==> src/hw/rtl/compact_uint56_encoder_top_assert.svh <==
// Assertion macros for the compact uint56 encoder.
// Used at the end of compact_uint56_encoder_top; no other dependencies.
`ifndef COMPACT_UINT56_ENCODER_TOP_ASSERT_SVH
`define COMPACT_UINT56_ENCODER_TOP_ASSERT_SVH

// Same-cycle implication, checked outside reset
`define CU56_ASSERT_NOW(label, clk, rst, ante, cons, msg) \
  label: assert property (@(posedge clk) disable iff (rst) (ante) |-> (cons)) \
    else $error(msg);

// Next-cycle implication, checked outside reset
`define CU56_ASSERT_NEXT(label, clk, rst, ante, cons, msg) \
  label: assert property (@(posedge clk) disable iff (rst) (ante) |=> (cons)) \
    else $error(msg);

`endif

==> src/hw/rtl/cu56_pkg.sv <==
// Shared types and constants for the compact uint56 encoder.
// No dependencies.
package cu56_pkg;

  localparam int VALUE_W      = 64;
  localparam int LIMIT_BITS   = 56;
  localparam int GROUP_BITS   = 7;
  localparam int MAX_BYTES    = 8;
  localparam int BYTE_W       = 8;
  localparam int CNT_W        = 3;
  localparam int QUEUE_DEPTH  = 2;

  // One classified value waiting for serialization
  typedef struct packed {
    logic [VALUE_W-1:0] enc;       // encoded word, low bytes first
    logic [CNT_W-1:0]   last_idx;  // byte count minus one
    logic               err;       // value exceeded 56 bits
  } cu56_entry_t;

endpackage

==> src/hw/rtl/cu56_front.sv <==
// Front end: classify one value and build its encoded word.
// Depends on cu56_pkg.
module cu56_front import cu56_pkg::*; (
  input  logic [VALUE_W-1:0] value,
  output cu56_entry_t        entry
);

  logic [MAX_BYTES-1:0] group_nz;
  logic [CNT_W-1:0]     top_idx;
  logic [CNT_W:0]       nbytes;
  logic                 err;
  logic [VALUE_W-1:0]   shifted;
  logic [VALUE_W-1:0]   marker;

  // Flag each nonzero 7-bit group of the low 56 bits
  always_comb begin
    for (int i = 0; i < MAX_BYTES; i++) begin
      group_nz[i] = |value[i*GROUP_BITS +: GROUP_BITS];
    end
  end

  // Find the highest nonzero group; zero falls back to one byte
  always_comb begin
    top_idx = '0;
    for (int i = 1; i < MAX_BYTES; i++) begin
      if (group_nz[i]) top_idx = CNT_W'(i);
    end
  end

  assign err     = |value[VALUE_W-1:LIMIT_BITS];
  assign nbytes  = {1'b0, top_idx} + 1'b1;
  assign shifted = {{(VALUE_W-LIMIT_BITS){1'b0}}, value[LIMIT_BITS-1:0]} << nbytes;
  assign marker  = {{(VALUE_W-1){1'b0}}, 1'b1} << top_idx;

  // Out-of-range values become a single zero byte with the error flag
  always_comb begin
    entry.err = err;
    if (err) begin
      entry.enc      = '0;
      entry.last_idx = '0;
    end else begin
      entry.enc      = shifted | marker;
      entry.last_idx = top_idx;
    end
  end

endmodule

==> src/hw/rtl/cu56_queue.sv <==
// Short queue between the classifier and the byte serializer.
// Depends on cu56_pkg.
module cu56_queue import cu56_pkg::*; #(
  parameter int DEPTH = QUEUE_DEPTH
) (
  input  logic        clk,
  input  logic        rst,
  input  logic        wr_en,
  input  cu56_entry_t wr_data,
  output logic        full,
  input  logic        rd_en,
  output cu56_entry_t rd_data,
  output logic        rd_valid
);

  localparam int PW = (DEPTH > 1) ? $clog2(DEPTH) : 1;
  localparam int CW = $clog2(DEPTH + 1);

  cu56_entry_t   slots [DEPTH];
  logic [PW-1:0] wr_ptr;
  logic [PW-1:0] rd_ptr;
  logic [CW-1:0] count;
  logic          do_wr;
  logic          do_rd;

  assign full     = (count == CW'(DEPTH));
  assign rd_valid = (count != '0);
  assign rd_data  = slots[rd_ptr];
  assign do_wr    = wr_en && !full;
  assign do_rd    = rd_en && rd_valid;

  // Store the incoming word
  always_ff @(posedge clk) begin
    if (do_wr) slots[wr_ptr] <= wr_data;
  end

  // Advance pointers and track occupancy
  always_ff @(posedge clk) begin
    if (rst) begin
      wr_ptr <= '0;
      rd_ptr <= '0;
      count  <= '0;
    end else begin
      if (do_wr) wr_ptr <= (wr_ptr == PW'(DEPTH - 1)) ? '0 : wr_ptr + 1'b1;
      if (do_rd) rd_ptr <= (rd_ptr == PW'(DEPTH - 1)) ? '0 : rd_ptr + 1'b1;
      if (do_wr && !do_rd) count <= count + 1'b1;
      else if (do_rd && !do_wr) count <= count - 1'b1;
    end
  end

endmodule

==> src/hw/rtl/cu56_back.sv <==
// Back end: shift an encoded word out into an output register, one byte per cycle while that register is free.
// Depends on cu56_pkg.
module cu56_back import cu56_pkg::*; (
  input  logic              clk,
  input  logic              rst,
  input  cu56_entry_t       q_data,
  input  logic              q_valid,
  output logic              q_pop,
  output logic              empty,
  input  logic              pop,
  output logic [BYTE_W-1:0] out_byte,
  output logic              last_byte,
  output logic              range_error
);

  logic               work_valid;
  logic [VALUE_W-1:0] work_enc;
  logic [CNT_W-1:0]   work_left;
  logic               work_err;
  logic               out_valid;
  logic               out_free;
  logic               move;
  logic               work_last;

  assign out_free  = !out_valid || pop;
  assign move      = work_valid && out_free;
  assign work_last = (work_left == '0);
  assign q_pop     = q_valid && (!work_valid || (move && work_last));
  assign empty     = !out_valid;

  // Load a new word, or advance the current one by a byte
  always_ff @(posedge clk) begin
    if (rst) begin
      work_valid <= 1'b0;
    end else if (q_pop) begin
      work_valid <= 1'b1;
    end else if (move && work_last) begin
      work_valid <= 1'b0;
    end
  end

  always_ff @(posedge clk) begin
    if (q_pop) begin
      work_enc  <= q_data.enc;
      work_left <= q_data.last_idx;
      work_err  <= q_data.err;
    end else if (move) begin
      work_enc  <= work_enc >> BYTE_W;
      work_left <= work_left - 1'b1;
    end
  end

  // Hold the result until taken; refill when free
  always_ff @(posedge clk) begin
    if (rst) begin
      out_valid <= 1'b0;
    end else if (out_free) begin
      out_valid <= work_valid;
    end
  end

  always_ff @(posedge clk) begin
    if (move) begin
      out_byte    <= work_enc[BYTE_W-1:0];
      last_byte   <= work_last;
      range_error <= work_err;
    end
  end

endmodule

==> src/hw/rtl/compact_uint56_encoder_top.sv <==
// Compact uint56 prefix-varint encoder, top level.
// Depends on cu56_pkg, cu56_front, cu56_queue, cu56_back and the assert header.
//
// Usage:
//   Input channel: drive value and push; a word is taken at a clock edge
//   with push high and full low. Each value fits in 56 bits or is flagged.
//   Result channel: while empty is low, out_byte, last_byte and range_error
//   hold the oldest byte; pop high at a clock edge takes it.
//   Each value yields 1 to 8 bytes, least significant first, last_byte on
//   the final one. Zero yields 0x01. A value above 56 bits yields one zero
//   byte with range_error set.
//   The first byte becomes visible after the value has passed the queue,
//   the serializer's working register and its output register.
//   Throughput: one byte per cycle while pop stays high; the classifier
//   takes a new value every cycle while the queue has room.
//   Reset (rst, synchronous) empties the queue and the output register.
//   A stalled receiver holds the current byte; the serializer and then the
//   queue fill, and full rises until bytes drain again.
`include "compact_uint56_encoder_top_assert.svh"

module compact_uint56_encoder_top import cu56_pkg::*; #(
  parameter int DEPTH = QUEUE_DEPTH
) (
  input  logic               clk,
  input  logic               rst,
  input  logic               push,
  output logic               full,
  input  logic [VALUE_W-1:0] value,
  output logic               empty,
  input  logic               pop,
  output logic [BYTE_W-1:0]  out_byte,
  output logic               last_byte,
  output logic               range_error
);

  cu56_entry_t front_entry;
  cu56_entry_t q_data;
  logic        q_valid;
  logic        q_pop;

  // Classify the incoming value
  cu56_front u_front (
    .value (value),
    .entry (front_entry)
  );

  // Decouple classification from serialization
  cu56_queue #(
    .DEPTH (DEPTH)
  ) u_queue (
    .clk      (clk),
    .rst      (rst),
    .wr_en    (push),
    .wr_data  (front_entry),
    .full     (full),
    .rd_en    (q_pop),
    .rd_data  (q_data),
    .rd_valid (q_valid)
  );

  // Serialize words into bytes
  cu56_back u_back (
    .clk         (clk),
    .rst         (rst),
    .q_data      (q_data),
    .q_valid     (q_valid),
    .q_pop       (q_pop),
    .empty       (empty),
    .pop         (pop),
    .out_byte    (out_byte),
    .last_byte   (last_byte),
    .range_error (range_error)
  );

  // An error result is a lone zero byte
  `CU56_ASSERT_NOW(a_err_byte, clk, rst, !empty && range_error, out_byte == '0 && last_byte, "error result not a lone zero byte")

  // Taking a non-final byte leaves the next byte of the same word ready
  `CU56_ASSERT_NEXT(a_no_gap, clk, rst, pop && !empty && !last_byte, !empty, "gap inside an encoded value")

  // Serializer only pulls from the queue when it holds a word
  `CU56_ASSERT_NOW(a_pop_valid, clk, rst, q_pop, q_valid, "queue read while empty")

  // Output is empty right after reset
  `CU56_ASSERT_NOW(a_reset_empty, clk, rst, $past(rst), empty, "result present after reset")

endmodule
==> config.mk <==
export PLATFORM = sky130hd
export DESIGN_NAME = compact_uint56_encoder_top
export DESIGN_NICKNAME = d
export VERILOG_FILES = /design/src/hw/rtl/cu56_pkg.sv /design/src/hw/rtl/cu56_front.sv /design/src/hw/rtl/cu56_queue.sv /design/src/hw/rtl/cu56_back.sv /design/src/hw/rtl/compact_uint56_encoder_top.sv
export VERILOG_INCLUDE_DIRS = /design/src /design/src/hw/rtl
export SDC_FILE = /design/constraint.sdc
export NUM_CORES = 1
export LEC_CHECK = 0
export BUFFER_PORTS_ARGS = -buffer_cell sky130_fd_sc_hd__buf_2
export CORE_MARGIN = 1
export CORE_UTILIZATION = 35
export CTS_CLUSTER_DIAMETER = 80
export DETAILED_ROUTE_END_ITERATION = 8
export PLACE_DENSITY_LB_ADDON = 0.12
export SLEW_MARGIN = 40
export SYNTH_ARGS = -nofsm -noshare
export SYNTH_HDL_FRONTEND = slang
export SYNTH_SLANG_ARGS = --single-unit
==> constraint.sdc <==
create_clock -name clk -period 15.58 [get_ports clk]
set_input_delay 2.337 -clock clk [delete_from_list [all_inputs] [get_ports clk]]
set_output_delay 2.337 -clock clk [all_outputs]
set_load 0.01 [all_outputs]
==> flow_summary.toml <==
[routing]
dr.first_iter.drc_count = 691
first_pass_drt_iterations = 7
drt-vias-per-instance = 5.67
ant_nets = 0
vias = 7803
drt-wirelength-per-cell_microns = 21.7
drt-total-wl_mm = 29.9
drt_drc_violations_left = 0

[global_routing]
antenna_violations_before_repair = 0
grt_start_max_net_pins = 78
grtUsageTotal_pct = 18.0
number_of_global_route_vias_before_repair = 7462
gr-total-overflow = 0
grt_pass1_wl_mm = 45.3

[setup_path]
critical_path_sink_type = "register"
cp.arrival_ns = 7.06
worst_ep_required_time_ns = 15.77
critPathKind = "input pin to register"
start_kind = "input pin"
worst-path-max-fanout = 28

[synthesis]
synth_largest_type_area_fraction_pct = 56.6
synth_async_sr_flop_share_pct = 0
synth.top_cells.by_count = "sky130_fd_sc_hd__edfxtp_1 (214), sky130_fd_sc_hd__nor2_1 (104), sky130_fd_sc_hd__mux2i_1 (96)"
netlist-cell-type-count = 64
synth_enable_flop_cells = 214
syn_inst = 894
yosys_warnings = 0
netlist.top_cell.by_area = "sky130_fd_sc_hd__edfxtp_1"
synth.most_common_cell = "sky130_fd_sc_hd__edfxtp_1"
synth_nets = 971
synth_area_leaders = "sky130_fd_sc_hd__edfxtp_1 (57%), sky130_fd_sc_hd__mux2i_1 (8.5%), sky130_fd_sc_hd__mux4_2 (4.8%)"
dominantRegCellSynth = "sky130_fd_sc_hd__edfxtp_1"
count_of_state_elements_after_synthesis = 221
seq_area_frac_synth_pct = 57.8
synth.cell_area_sq_um = 11400
syn_avg_cell_area_sq_um = 12.7

[sta]
transition_time_at_the_pin_with_the_least_slew_margin_ns = 0.808
min_period_ns = 6.88
final_max_slew_viols = 0
grt_setup_unrepaired = "false"
fin_setup_tns_ns = 0
max_freq_mhz = 145
fin_worst_skew_ns = 0.00861
timing.max_slew.rel_slack_pct = 45.6
final-hold-violation-count = 0
timing.final.setup_violations = 0
timing.final.crit_share_pct = 44.1

[cts]
cts-root-to-sink-buffers = 3
cts-buffers-inserted = 25
tritoncts_num_sinks = 221
clock_tree_from_tritoncts = "done"
cts-resized-gates = 0
cts.clk_slew.worst_paths_ns = 0.05
cts_setup_buffers = 0
ctsHtreeMaxLevel = 1
post_cts_hold_buffer_count = 0
insertion_delay_ns = 0.51
clock-root-buffer = "sky130_fd_sc_hd__clkbuf_16"

[pwr]
fraction_of_power_spent_switching_nets_pct = 31.2
p_seq_share_pct = 48.2
leakage_uw = 0.00437
power_report.internal_total_uw = 1380
p_switching_uw = 627
clock_power_share_pct = 26.7
vdd_drop_max_mv = 0.117
design_power_total_uw = 2010
p_comb_share_pct = 25.1
power.density_cell_area_nw_per_um2 = 155

[placed_design]
place.gp.congestion = 0.892
hpwlAfterDp_mm = 20.2
port_buffers = 79

[finish]
num-fill-cells = 3059
final_nets = 1033
drive_gt1_share_pct = 18.4
area.growth.synth_to_final_pct = 13.9
num_antenna_cells = 0

[floorplan]
fp.coreArea_sq_um = 31700
die-width_microns = 182
die-area_sq_um = 33200
io-pin-count = 80
rows = 65
initial_utilization_pct = 35.8
die_y_microns = 182

[status]
status = "completed"

[min_path]
timing.hold.worst.class = "register to register"

[flow_run]
maxCapViolCount = 0
==> stage by stage <==
stage	std cells	worst slack, ns	area [sq um]	hold slack (ns)	util, %
floorplan	894	9.07	11400	0.400	-
global placement	1331	8.31	12200	0.413	38.4
detailed placement	1331	8.28	12200	0.413	38.4
CTS	1376	8.82	12900	0.427	40.7
global route	1376	8.42	12900	0.426	40.8
finish	1376	8.70	12900	0.425	40.8
==> cell families after synthesis <==
family,count (synthesis),share of synthesized area (%)
buffers and inverters,77,2.72
DFF,221,57.8
xor gates and xnor gates,4,0.309
muxes,141,16.4
AOI/OAI and AO/OA,226,13.2
adders and majority gates,9,0.992
and+or+nand+nor,216,8.59
==> worst max-delay path: stages <==
cell and delay [ns]:
sky130_fd_sc_hd__buf_2 0.13, sky130_fd_sc_hd__or4_1 0.59, sky130_fd_sc_hd__or4_4 0.57, sky130_fd_sc_hd__o221a_4 0.34, sky130_fd_sc_hd__nor2_8 0.48, sky130_fd_sc_hd__inv_4 0.25, sky130_fd_sc_hd__ha_1 0.29, sky130_fd_sc_hd__ha_2 0.33
sky130_fd_sc_hd__clkinv_1 0.47, sky130_fd_sc_hd__mux4_2 0.48, sky130_fd_sc_hd__a2111oi_0 0.57, sky130_fd_sc_hd__a311oi_1 0.21
==> worst paths after layout <==
check,startpoint,end,slack [ns],cells past startpoint
setup reg to reg,u_back.work_left[0],u_back.work_enc[14],12.71,11
hold reg to reg,u_back.work_err,u_back.range_error,0.42,0
setup / recovery,value[23],u_queue.slots[0][19],8.70,12
hold / removal,u_back.work_err,u_back.range_error,0.42,0
==> power groups by stage <==
stage	Combinational (uW)	Sequential [uW]	Clock [uW]
floorplan	347	971	0
global placement	510	980	0
detailed placement	514	981	0
CTS	516	970	552
global route	567	984	575
finish	504	966	536
==> state kept, by name (all words and copies together), names as in the netlist, named ones only <==
name	count
u_queue.count	2
u_back.last_byte	1
u_back.out_valid	1
u_back.work_left	3
u_back.work_err	1
u_queue.slots	136
u_back.out_byte	8
u_queue.wr_ptr	1
u_back.work_enc	64
u_back.range_error	1
u_queue.rd_ptr	1
u_back.work_valid	1
==> routing by layer <==
metal | GRT usage (%) | vias up | share of wire, %
li1 | - | 3647 | -
met1 | 26.4 | 3852 | 47
met2 | 27.8 | 256 | 45
met3 | 2.53 | 48 | 5.4
met4 | 5.28 | 0 | 2.1
met5 | 0 | - | 0
==> cells in the final DEF (no fill, tap or decap), drive strengths merged, types with 6 or more instances in the layout <==
master / count
nor2: 105
a22o: 8
or4: 6
buf: 96
edfxtp: 214
or3: 8
nand3: 15
mux2: 13
o211ai: 10
a211oi: 9
o21ai: 29
a31oi: 6
a22oi: 32
mux2i: 96
clkinv: 11
a21oi: 84
ha: 9
clkbuf: 34
nor4: 7
a221o: 7
nor3: 8
dfxtp: 7
mux4: 32
inv: 15
nand2: 46
==> final cells by class <==
cell class | count | area (sq um) | area share (%)
tap | 402 | 503 | 3.89
multi-input combinational | 596 | 4510 | 34.9
inverter | 16 | 63.8 | 0.494
sequential | 221 | 6570 | 50.8
clock buffer | 34 | 659 | 5.10
clock inverter | 11 | 86.3 | 0.668
timing repair buffer | 96 | 538 | 4.16
No activity file was read; power rests on OpenSTA's default activity.
